===== src/rtl/core/smao_fifo.sv =====
// Small first-in first-out queue built from a register array.
// Used between the front and back parts and at the result side.
// Depends on nothing.
module smao_fifo #(
  parameter int WIDTH = 8,
  parameter int AW    = 2
) (
  input  logic             clk,
  input  logic             rst_n,
  input  logic             wr_en,
  input  logic [WIDTH-1:0] wr_data,
  input  logic             rd_en,
  output logic [WIDTH-1:0] rd_data,
  output logic             empty,
  output logic             full
);

  localparam int DEPTH = 1 << AW;

  logic [WIDTH-1:0] mem_r [DEPTH];
  logic [AW-1:0]    wr_ptr_r, wr_ptr_nxt;
  logic [AW-1:0]    rd_ptr_r, rd_ptr_nxt;
  logic [AW:0]      count_r, count_nxt;

  assign empty   = (count_r == '0);
  assign full    = (count_r == {1'b1, {AW{1'b0}}});
  assign rd_data = mem_r[rd_ptr_r];

  always_comb begin
    wr_ptr_nxt = wr_en ? wr_ptr_r + 1'b1 : wr_ptr_r;
    rd_ptr_nxt = rd_en ? rd_ptr_r + 1'b1 : rd_ptr_r;
    count_nxt  = count_r;
    if (wr_en && !rd_en) begin
      count_nxt = count_r + 1'b1;
    end else if (rd_en && !wr_en) begin
      count_nxt = count_r - 1'b1;
    end
  end

  always_ff @(posedge clk) begin
    if (!rst_n) begin
      wr_ptr_r <= '0;
      rd_ptr_r <= '0;
      count_r  <= '0;
    end else begin
      wr_ptr_r <= wr_ptr_nxt;
      rd_ptr_r <= rd_ptr_nxt;
      count_r  <= count_nxt;
    end
  end

  always_ff @(posedge clk) begin
    if (wr_en) begin
      mem_r[wr_ptr_r] <= wr_data;
    end
  end

endmodule


===== config.mk =====
export PLATFORM = sky130hd
export DESIGN_NAME = smao_fifo
export DESIGN_NICKNAME = d
export VERILOG_FILES = /design/src/rtl/core/smao_fifo.sv
export SDC_FILE = /design/constraint.sdc
export NUM_CORES = 1
export LEC_CHECK = 0
export ABC_AREA = 1
export ABC_CLOCK_PERIOD_IN_PS = 1600
export BUFFER_PORTS_ARGS = -buffer_cell sky130_fd_sc_hd__buf_2
export CORE_ASPECT_RATIO = 0.75
export CORE_MARGIN = 3
export CORE_UTILIZATION = 50
export DETAILED_ROUTE_END_ITERATION = 8
export PLACE_DENSITY = 0.72
export SYNTH_ARGS = -nofsm -noshare
export SYNTH_HDL_FRONTEND = slang
export SYNTH_SLANG_ARGS = --single-unit

===== constraint.sdc =====
create_clock -name clk -period 1.6 [get_ports clk]
set_clock_uncertainty 0.15 [all_clocks]
set_input_delay 0.08 -clock clk [delete_from_list [all_inputs] [get_ports clk]]
set_output_delay 0.08 -clock clk [all_outputs]
set_load 0.01 [all_outputs]

==> results.yml <==
run_status:
  outcome: "finished clean"
routing:
  first_pass_iters: 4
  remaining_drc_errors: 0
  via_per_inst: 5.29
  wl_um: 3100
  detailroute.via_count: 1117
  route.antenna.remaining_nets: 0
  wire_per_inst_um: 14.7
  drt_iter0_drc: 113
power:
  power_mw: 2.13
  static-leakage-power_nw: 0.802
  sw_frac_of_total: 0.240
  power.density_nw_per_um2: 1070
  vdd_ir_drop_max_mv: 0.554
  p_seq_frac: 0.582
  pwr-share-clk: 0.288
  cellInternalPower_mw: 1.62
  netsw_mw: 0.511
  comb_power_share: 0.129
critical_path:
  worstRegToRegCells: 4
  crit_path_class: "flop to primary output"
  reg2reg_from: "wr_ptr_r[0]$_SDFFE_PN0P_"
  worst-endpoint-arrival_ns: 1.25
  path_cells: "buf_12 > o21ai_0 > o22ai_1 > buf_2"
  critPathCaptureType: "primary output"
  required_ns: 1.37
  reg2reg_setup_slack_ns: 0.16
  path_max_fanout: 15
  critical-path-slowest-cell: "dfxtp_4"
  cp_slowest_stage_delay_ns: 0.38
  start_kind: "flop"
  worst_r2r_endpoint: "mem_r[2][2]$_DFFE_PP_"
floorplanning:
  die_area_sq_um: 4000
  design.portCount: 22
  design.core.area_sq_um: 3040
  die_h_um: 55.5
  die_width_um: 72.1
  rows: 17
  initial_core_util: 0.538
clock_network:
  cts_made_buffers: 5
  cts_clock_pin_slew_for_the_worst_setup_and_hold_paths_ns: 0.07
  maximum_level_of_the_cts_h_tree: 2
  worst_skew_pair.late_latency_ns: 0.29
  cts-root-to-sink-buffers: 2
  tritoncts: "done"
  cts_root_buf: "clkbuf_8"
  clock-sinks: 41
layout:
  leading_cell_type_in_the_layout_fill_and_taps_excluded: "edfxtp_1"
  sequential_standard_cell_area_sq_um: 1150
  final.fill_count: 242
  areaGrowthSynthToFinish_pct: 21.6
  stdcell_area_sq_um: 1990
  stdcell_count: 211
  final_nets: 191
  layout.cells.most_common_list: "32 x edfxtp_1, 21 x buf_2, 19 x nor2_1"
  area_of_the_multi_input_gates_sq_um: 409
  antenna_cells: 0
  post_route_cells_drive_above_1_share: 0.208
synth:
  post_synth_instance_area_sq_um: 1640
  flip_flop_and_latch_count_after_synthesis: 41
  yosysSeqAreaShare: 0.697
  count_of_cell_types_in_the_netlist: 18
  yosys.area.top_type: "edfxtp_1"
  syn-mean-instance-area_sq_um: 12.2
  netlist_instances: 134
  synth.net_count: 152
  synth_largest_type_area_fraction: 0.587
  yosys_warnings: 0
  leading_post_synthesis_cells_by_cell_area: "edfxtp_1 59%, dfxtp_1 11%, o21ai_0 5.5%, nor2_1 4.4%, ha_1 3.8%"
place:
  gp_routability_congestion: 0.708
  placedCellCount: 192
  io_buffers: 21
  hpwlAfterDp_um: 2030
  place_area_sq_um: 1770
min_path:
  min_path_type: "input port to flop"
  worst_hold_startpoint: "rd_en"
  timing.hold.worst_path_depth: 4
  timing.hold.worst_endpoint: "count_r[0]$_SDFFE_PN0P_"
sta:
  maxSlewViolCount: 0
  hold_violations: 0
  period_minus_slack_ns: 1.48
  rsz0062_at_grt: "false"
  fin_setup_tns_ns: 0
  tightestPinTransition_ns: 0.421
  final-setup-viol-count: 0
  fmax_mhz: 673
  timing.slew.headroom: 0.719
  period_share: 0.928
global_route:
  track_usage: 0.178
  grt_start_max_net_pins: 17
  grt_antenna_before_repair: 0
  vias_in_the_first_global_route: 1145
  grt_pass1_wl_um: 5330
  globalRoute.totalOverflow: 0
flow_run:
  drv.max_cap_violation_count: 0
==> power by group through the flow <==
stage | Combinational, mW | Sequential [mW] | Clock [mW]
floorplan | 0.155 | 1.25 | 0
global placement | 0.233 | 1.25 | 0
detailed placement | 0.246 | 1.26 | 0
CTS | 0.266 | 1.24 | 0.627
global route | 0.309 | 1.24 | 0.695
finish | 0.275 | 1.24 | 0.613
==> through the flow <==
step | hold slack [ns] | util | worst slack [ns]
finish | 0.105 | 0.654 | 0.115
floorplan | 0.0289 | - | 0.297
detailed placement | 0.148 | 0.583 | 0.145
global route | 0.133 | 0.654 | 0.00262
global placement | 0.149 | 0.583 | 0.198
CTS | 0.0930 | 0.645 | 0.0128
==> Yosys cell counts <==
cell and number:
a21oi_1 4, buf_6 2, dfxtp_1 9, edfxtp_1 32, fa_1 1, ha_1 5
inv_1 16, inv_2 1, nand2_1 9, nand3_1 1, nand4_1 1, nor2_1 19
nor2_2 2, nor3_1 2, o21ai_0 18, o21ai_1 2, o21ai_2 2, o22ai_1 8
==> layer usage <==
layer | wire (um) | GRT usage | up-vias
met5 | 0 | 0 | -
met4 | 65 | 0.0858 | 0
met3 | 131 | 0.0618 | 9
met2 | 1470 | 0.265 | 31
met1 | 1430 | 0.231 | 531
li1 | - | - | 546
==> sequential cells by signal (all words and copies together), names as in the netlist, named ones only <==
name	flops
rd_ptr_r	2
mem_r	32
wr_ptr_r	2
count_r	3
==> final cells by class <==
cell class	count	share of cell area
Tap cell	38	0.0239
Multi-Input combinational cell	74	0.206
Timing Repair Buffer	34	0.122
Clock buffer	6	0.0365
Clock inverter	1	0.00189
Sequential cell	41	0.576
Inverter	17	0.0346
==> logic make-up (layout without fill, tap and decap cells) <==
group	after synthesis	after routing	share of synthesized area
adders and majority gates	6	6	0.0505
DFF	41	41	0.697
buffers and inverters	19	58	0.0528
AOI/OAI and AO/OA	34	34	0.115
and+or+nand+nor	34	34	0.0849
==> repair_timing <==
action	CTS	global route
resized for setup	1	9
endpoints found under the setup margin	6	7
hold buffers	11	0
pin swaps	0	1
cloned	0	0
endpoints found under the hold margin	41	0
setup buffers	0	1
==> worst max-delay path: cells and delay by family, from the launching register on <==
family                 cells  cell delay, ns
flip-flops                 1            0.38
AO/OA/AOI/OAI              2            0.29
buffers and inverters      2            0.29
==> worst max path at each step <==
stage / startpoint / slack (ns) / cells past startpoint / endpoint
floorplan: count_r[0]$_SDFFE_PN0P_ / 0.30 / 7 / count_r[2]$_SDFFE_PN0P_
global placement: rd_en / 0.20 / 11 / count_r[2]$_SDFFE_PN0P_
detailed placement: rd_en / 0.15 / 11 / count_r[2]$_SDFFE_PN0P_
CTS: flop / 0.01 / 4 / rd_data[4]
global route: flop / 0.003 / 4 / rd_data[4]
finish: flop / 0.12 / 4 / rd_data[4]
No activity file was read; power rests on OpenSTA's default activity.
