==> config.mk <==
export PLATFORM = sky130hd
export DESIGN_NAME = smao_front
export DESIGN_NICKNAME = d
export VERILOG_FILES = /design/src/rtl/core/smao_pkg.sv /design/src/rtl/core/smao_front.sv
export SDC_FILE = /design/constraint.sdc
export NUM_CORES = 1
export LEC_CHECK = 0
export ABC_AREA = 1
export BUFFER_PORTS_ARGS = -buffer_cell sky130_fd_sc_hd__buf_2
export CAP_MARGIN = 20
export CORE_ASPECT_RATIO = 0.5
export CORE_MARGIN = 2
export CORE_UTILIZATION = 48
export DETAILED_ROUTE_END_ITERATION = 8
export GPL_TIMING_DRIVEN = 1
export PLACE_DENSITY = 0.87
export SLEW_MARGIN = 30
export SYNTH_ARGS = -nofsm -noshare
export SYNTH_HDL_FRONTEND = slang
export SYNTH_SLANG_ARGS = --single-unit
export TNS_END_PERCENT = 5
==> constraint.sdc <==
create_clock -name vclk -period 3.8
set_input_delay 0.19 -clock vclk [all_inputs]
set_output_delay 0.19 -clock vclk [all_outputs]
set_load 0.005 [all_outputs]
==> src/rtl/core/smao_pkg.sv <==
// Shared types and constants for the swerve module angle optimizer.
// Holds the configuration register codes, the range window struct and the
// CORDIC arctangent table. Depends on nothing.
package smao_pkg;

  localparam int SPEED_W     = 16;
  localparam int CFG_DATA_W  = 16;
  localparam int CFG_INDEX_W = 2;
  localparam int CMP_W       = 25;
  localparam int XY_W        = 34;
  localparam int Z_W         = 32;
  localparam int CORDIC_GAIN = 652032874;

  localparam logic [CFG_INDEX_W-1:0] CFG_RANGE_ENABLE = 2'd0;
  localparam logic [CFG_INDEX_W-1:0] CFG_RANGE_MIN    = 2'd1;
  localparam logic [CFG_INDEX_W-1:0] CFG_RANGE_MAX    = 2'd2;

  typedef struct packed {
    logic                         range_enable;
    logic signed [CFG_DATA_W-1:0] range_min;
    logic signed [CFG_DATA_W-1:0] range_max;
  } range_cfg_t;

  // Arctangent of 2^-idx as a 32-bit binary angle.
  function automatic logic signed [Z_W-1:0] atan_entry(input int idx);
    logic signed [Z_W-1:0] val;
    begin
      case (idx)
        0:       val = 32'sh20000000;
        1:       val = 32'sh12E4051E;
        2:       val = 32'sh09FB385B;
        3:       val = 32'sh051111D4;
        4:       val = 32'sh028B0D43;
        5:       val = 32'sh0145D7E1;
        6:       val = 32'sh00A2F61E;
        7:       val = 32'sh00517C55;
        8:       val = 32'sh0028BE53;
        9:       val = 32'sh00145F2F;
        10:      val = 32'sh000A2F98;
        11:      val = 32'sh000517CC;
        12:      val = 32'sh00028BE6;
        13:      val = 32'sh000145F3;
        14:      val = 32'sh0000A2FA;
        15:      val = 32'sh0000517D;
        16:      val = 32'sh000028BE;
        17:      val = 32'sh0000145F;
        18:      val = 32'sh00000A30;
        19:      val = 32'sh00000518;
        20:      val = 32'sh0000028C;
        21:      val = 32'sh00000146;
        22:      val = 32'sh000000A3;
        23:      val = 32'sh00000051;
        default: val = '0;
      endcase
      return val;
    end
  endfunction

endpackage

==> src/rtl/core/smao_front.sv <==
// Front part: classifies one request into target, flip and folded distance.
// Uses smao_pkg for the range window struct and widths.
// Purely combinational; the queue behind it holds the result.
module smao_front #(
  parameter int ANGLE_BITS = 16
) (
  input  smao_pkg::range_cfg_t                cfg,
  input  logic signed [ANGLE_BITS-1:0]        req_angle,
  input  logic signed [ANGLE_BITS-1:0]        pres_angle,
  output logic        [ANGLE_BITS-1:0]        target,
  output logic                                flipped,
  output logic                                fold,
  output logic        [ANGLE_BITS-1:0]        fold_angle
);

  localparam logic [ANGLE_BITS-1:0] PI   = {1'b1, {(ANGLE_BITS-1){1'b0}}};
  localparam logic [ANGLE_BITS-1:0] PI_2 = {2'b01, {(ANGLE_BITS-2){1'b0}}};

  logic [ANGLE_BITS-1:0] diff;
  logic [ANGLE_BITS-1:0] span;
  logic [ANGLE_BITS-1:0] flip_tgt;
  logic                  far;
  logic                  req_out;
  logic                  flip_out;
  logic                  want_flip;
  logic                  revert;

  function automatic logic out_window(input logic signed [ANGLE_BITS-1:0] a,
                                      input smao_pkg::range_cfg_t c);
    logic signed [smao_pkg::CMP_W-1:0] ae;
    logic signed [smao_pkg::CMP_W-1:0] lo;
    logic signed [smao_pkg::CMP_W-1:0] hi;
    begin
      ae = smao_pkg::CMP_W'(a);
      lo = smao_pkg::CMP_W'(c.range_min);
      hi = smao_pkg::CMP_W'(c.range_max);
      return (ae > hi) || (ae < lo);
    end
  endfunction

  always_comb begin
    // The wrapped difference is a plain truncation of the subtraction.
    diff       = pres_angle - req_angle;
    span       = diff[ANGLE_BITS-1] ? (~diff + 1'b1) : diff;
    far        = (span > PI_2);
    fold       = far;
    fold_angle = far ? (PI - span) : span;
    flip_tgt   = {~req_angle[ANGLE_BITS-1], req_angle[ANGLE_BITS-2:0]};
    req_out    = out_window(req_angle, cfg);
    flip_out   = out_window(flip_tgt, cfg);
    want_flip  = far || (cfg.range_enable && req_out);
    revert     = cfg.range_enable && flip_out;
    flipped    = want_flip && !revert;
    target     = flipped ? flip_tgt : req_angle;
  end

endmodule

==> impl_metrics.toml, run 1 <==
[critical_path]
startpoint_type = "input port"
path_max_fanout = 27
crit_path_max_incr_delay_ns = 0.42
crit_buf_inv = 5
cp_common_cell = "nand2_1"
path_delay_family = "simple AND/OR/NAND/NOR gates"
critPathCaptureType = "output pin"
critical_path_class = "input port to output pin"
slowest_stage = "fa_1"
critPathArrivalTime_ns = 3.22
cp.required_ns = 3.61

[synthesis]
yosys_warnings = 0
yosys.area_share.simple_pct = 44.97
synthMuxAreaShare_pct = 0
avgSynthCellArea_um2 = 5.371
synth_area_um2 = 3024
synthAdderAreaFrac_pct = 21.35
synth_top_family_by_area = "simple AND/OR/NAND/NOR gates"
syn_inst = 563
yosys.area.top_type_share_pct = 21.85
synth_compound_area_share_pct = 10.34
synthesis.nets = 679
seq_area_frac_synth_pct = 0
synth.area.top_cells = "nand2_1 22%, ha_1 21%, inv_1 14%, nand3_1 8.3%, a21oi_1 4.1%"
synthXorXnorAreaFrac_pct = 3.475
synth_cell_types = 33
yosysTopAreaCell = "nand2_1"

[sta]
max_slew.worst_pin.slew_ns = 0.4728
fmax_mhz = 292.9
hold_viol = 0
relSlewSlack_pct = 68.25
min_period_ns = 3.414
finalMaxSlewViolations = 0
grt_setup_unrepaired = "yes"
setup_violations = 0
min_period_over_period_pct = 89.84

[clock_tree]
cts_resized = 0
holdBufCountCts = 0
postCtsSetupRepairBufs = 0

[power_and_ir_drop]
leakage_nw = 2.282
total_power_w = 0.0007968
vdd_drop_max_mv = 0.08182
power_density_nw_per_um2 = 228.0

[route]
routedWlPerCell_um = 10.02
ant_nets = 0
drt-pass1-iter-count = 4
vias = 3527
drt_iter0_markers = 190
via_per_inst = 4.825
routed_wl_um = 7322
drc = 0

[place]
gp_congestion = 0.8850
place.port_buffers = 99
place_inst = 731
dp_hpwl_um = 6496
place_area_um2 = 3476

[grt]
grt_overflow = 0
grt_pass1_wl_um = 12590
antenna_found_initial = 1
grt_pass1_vias = 3063
grt_use_total_pct = 21.28
grt_max_degree = 28

[final_layout]
syn2layout_area_growth_pct = 15.56
seqCellArea_um2 = 0
final_area_um2 = 3495
antenna_cells = 0
fillers = 650
layout-drive-gt1-share_pct = 21.00
nClkBuffers = 0
nFlopsAndLatches = 0
final_cells = 731
fin_nets = 761

[hold_path]
min_from = "req_angle[11]"
hold_path_depth = 2
hp-class = "input port to output pin"
min_to = "target[11]"

[run_status]
status = "finished, final reports clean"

[die]
placement_rows = 20
die_area_um2 = 6990
dieHeight_um = 60.13
start_util_pct = 49.73
die_x_um = 116.3
coreArea_um2 = 6081
ios = 99

[flow_run]
maxCapViolCount = 0
report_power, final:
group	total [W]	internal (W)	switching, W
logic	0.000797	0.000312	0.000485
registers	0	0	0
clock network	0	0	0
area by class of cell:
| type | count | area [µm²] | area share, % |
|---|---|---|---|
| repair buffers | 99 | 495.5 | 14.18 |
| well taps | 88 | 110.1 | 3.151 |
| inverters | 119 | 446.7 | 12.78 |
| multi-input cells | 425 | 2442 | 69.89 |
worst max-delay path by stage:
stage                             start             end  cells after the start
after global placement     req_angle[0]  fold_angle[10]                     23
after CTS                  req_angle[0]  fold_angle[10]                     23
final                      req_angle[0]   fold_angle[8]                     25
after global routing       req_angle[0]  fold_angle[14]                     25
after detailed placement   req_angle[0]  fold_angle[10]                     23
after floorplan           pres_angle[0]   fold_angle[7]                     25
cells in the final DEF, fill, tap and decap left out, drive strengths merged:
| cell type | instances |
|---|---|
| o21bai | 2 |
| nand3 | 51 |
| o21ai | 20 |
| nor3 | 3 |
| buf | 99 |
| a31oi | 1 |
| nor4 | 4 |
| xor2 | 7 |
| nand4 | 10 |
| a21oi | 25 |
| and2 | 1 |
| ha | 50 |
| xnor2 | 5 |
| a22oi | 1 |
| a21o | 2 |
| nor2 | 41 |
| nand3b | 7 |
| fa | 1 |
| o211ai | 2 |
| a211oi | 1 |
| o311ai | 1 |
| inv | 119 |
| nand2 | 190 |
cell families (layout without fill, tap and decap cells):
| kind of cell | Yosys count | count (layout) |
|---|---|---|
| AO/OA/AOI/OAI | 55 | 55 |
| adder cells (fa/ha/maj) | 51 | 51 |
| AND/OR/NAND/NOR | 307 | 307 |
| buffers and inverters | 138 | 218 |
| XOR/XNOR | 12 | 12 |
cells in the mapped netlist, drive strengths merged:
| master | count |
|---|---|
| nor2 | 41 |
| nand3 | 51 |
| nand3b | 7 |
| a21oi | 25 |
| nor3 | 3 |
| o311ai | 1 |
| a22oi | 1 |
| a211oi | 1 |
| fa | 1 |
| buf | 19 |
| xnor2 | 5 |
| ha | 50 |
| nand2 | 190 |
| inv | 119 |
| a21o | 2 |
| a31oi | 1 |
| and2 | 1 |
| xor2 | 7 |
| nand4 | 10 |
| o21bai | 2 |
| nor4 | 4 |
| o21ai | 20 |
| o211ai | 2 |
through the flow:
| stage | hold WS, ns | util (%) | setup WS (ns) | setup TNS (ns) |
|---|---|---|---|---|
| finish | 0.5975 | 57.47 | 0.3861 | 0 |
| global route | 0.6070 | 57.47 | -0.03695 | -0.07567 |
| CTS | 0.5991 | 57.16 | 0.3595 | 0 |
| detailed placement | 0.5972 | 57.16 | 0.3613 | 0 |
| global placement | 0.5899 | 57.16 | 0.4723 | 0 |
| floorplan | 0.4608 | - | 0.8936 | 0 |
layer usage:
metal,up-vias,GRT usage (%),part of all wire [%]
met5,-,0,0.19
met4,2,1.701,0.49
met3,6,1.014,3.8
met2,68,37.21,44
met1,1524,30.32,52
li1,1927,-,-
No activity file was read; power rests on OpenSTA's default activity.
==> inputs of run 2 (changes only) <==
- REMOVE_ABC_BUFFERS: not set -> 1
==> run 2 against run 1 <==
Critical path depth stayed put. Core utilization is 0.16 points lower. Cell area is 0.29% lower. Largest cell class unchanged. Largest power group unchanged.
==> impl_metrics.toml, run 2 (same netlist as run 1, synthesis figures left out) <==
[run_status]
status = "finished, final reports clean"

[route]
drt-pass1-iter-count = 4
routed_wl_um = 7192
via_per_inst = 4.821
drt_iter0_markers = 217
routedWlPerCell_um = 9.839
ant_nets = 0
drc = 0
vias = 3524

[sta]
grt_setup_unrepaired = "no"
setup_tns_ns = 0
min_period_over_period_pct = 89.39
max_slew.worst_pin.slew_ns = 0.3961
min_period_ns = 3.397
hold_ws_ns = 0.5866
finalMaxSlewViolations = 0
hold_viol = 0
fmax_mhz = 294.4
setup_violations = 0
relSlewSlack_pct = 73.35

[final_layout]
final_common_cell = "nand2_1"
seqCellArea_um2 = 0
antenna_cells = 0
layout-drive-gt1-share_pct = 20.84
nFlopsAndLatches = 0
nClkBuffers = 0
syn2layout_area_growth_pct = 15.23
final_cells = 731
most-common-layout-cells = "176 x nand2_1, 112 x inv_1, 99 x buf_2, 50 x nand3_1, 50 x ha_1"
fin_nets = 761

[flow_run]
maxCapViolCount = 0

[die]
coreArea_um2 = 6081
placement_rows = 20
die_x_um = 116.3
ios = 99
start_util_pct = 49.73
die_area_um2 = 6990
dieHeight_um = 60.13

[place]
place_inst = 731
dp_hpwl_um = 6431
place.port_buffers = 99
gp_congestion = 0.8861

[grt]
grt_pass1_vias = 3038
grt_pass1_wl_um = 12360
grt_max_degree = 28
gr-usage-met3_pct = 1.318
busiest_layer = "met2"
antenna_found_initial = 0
grt_overflow = 0
use_met1_pct = 29.66
grt_use_total_pct = 20.93
globalRouteMet2Util_pct = 37.13

[critical_path]
slowest_stage = "fa_1"
crit_path_end = "target[15]"
critical_path_class = "input port to output pin"
crit_path_max_incr_delay_ns = 0.42
crit_path_start = "req_angle[0]"
cp.required_ns = 3.61
critPathArrivalTime_ns = 3.21
critPathCaptureType = "output pin"
path_max_fanout = 5
cp_common_cell = "nand2_1"
startpoint_type = "input port"

[hold_path]
hp-class = "input port to output pin"

[clock_tree]
holdBufCountCts = 0

[power_and_ir_drop]
vdd_drop_max_mv = 0.08973
power_density_nw_per_um2 = 225.9
leakage_nw = 2.279
-- run 2: cell counts in the layout (fill, tap and decap cells not counted) --
No cell type changed its count.
-- run 2: what timing repair did --
item	CTS	global route
hold endpoints to repair	0	0
gates resized for setup	0	1
endpoints found under the setup margin	0	4
buffers inserted	0	0
-- run 2: worst min-delay path by stage --
| stage | end | slack (ns) | from | depth (start not counted) |
|---|---|---|---|---|
| finish | target[0] | 0.59 | req_angle[0] | 2 |
| global route | target[0] | 0.60 | req_angle[0] | 2 |
| CTS | target[0] | 0.59 | req_angle[0] | 2 |
| detailed placement | target[0] | 0.59 | req_angle[0] | 2 |
| global placement | target[0] | 0.58 | req_angle[0] | 2 |
| floorplan | target[0] | 0.38 | req_angle[0] | 0 |
-- run 2: where the power goes --
group	leakage [nW]	switching (W)	internal [W]	total, W
Combinational	2.28	0.000478	0.000309	0.000787
Clock	0	0	0	0
Sequential	0	0	0	0
Total	2.28	0.000478	0.000309	0.000787
-- run 2: worst max-delay path: cells and delay by family --
family        cells  cell delay [ns]
fa+ha+maj         3             0.74
buf+inv           5             0.47
simple gates     17             1.79
-- run 2: final cells by class --
class,count,area [µm²]
fillers,642,2596
multi-input cells,425,2432
repair buffers,99,495.5
inverters,119,446.7
well taps,88,110.1
-- run 2: per-stage QoR --
step	cell area, µm²	utilization (%)	total power, W	setup WS, ns
finish	3485	57.30	0.0007872	0.4031
global route	3485	57.30	0.0009118	0.003285
CTS	3476	57.16	0.0007844	0.3735
detailed placement	3476	57.16	0.0007819	0.3783
global placement	3476	57.16	0.0007659	0.4547
floorplan	2870	-	0.0005468	0.8659
-- run 2: per-layer routing --
metal | vias to the layer above | part of all wire, %
li1 | 1933 | -
met1 | 1516 | 51
met2 | 73 | 44
met3 | 2 | 4.9
met4 | 0 | 0.15
met5 | - | 0
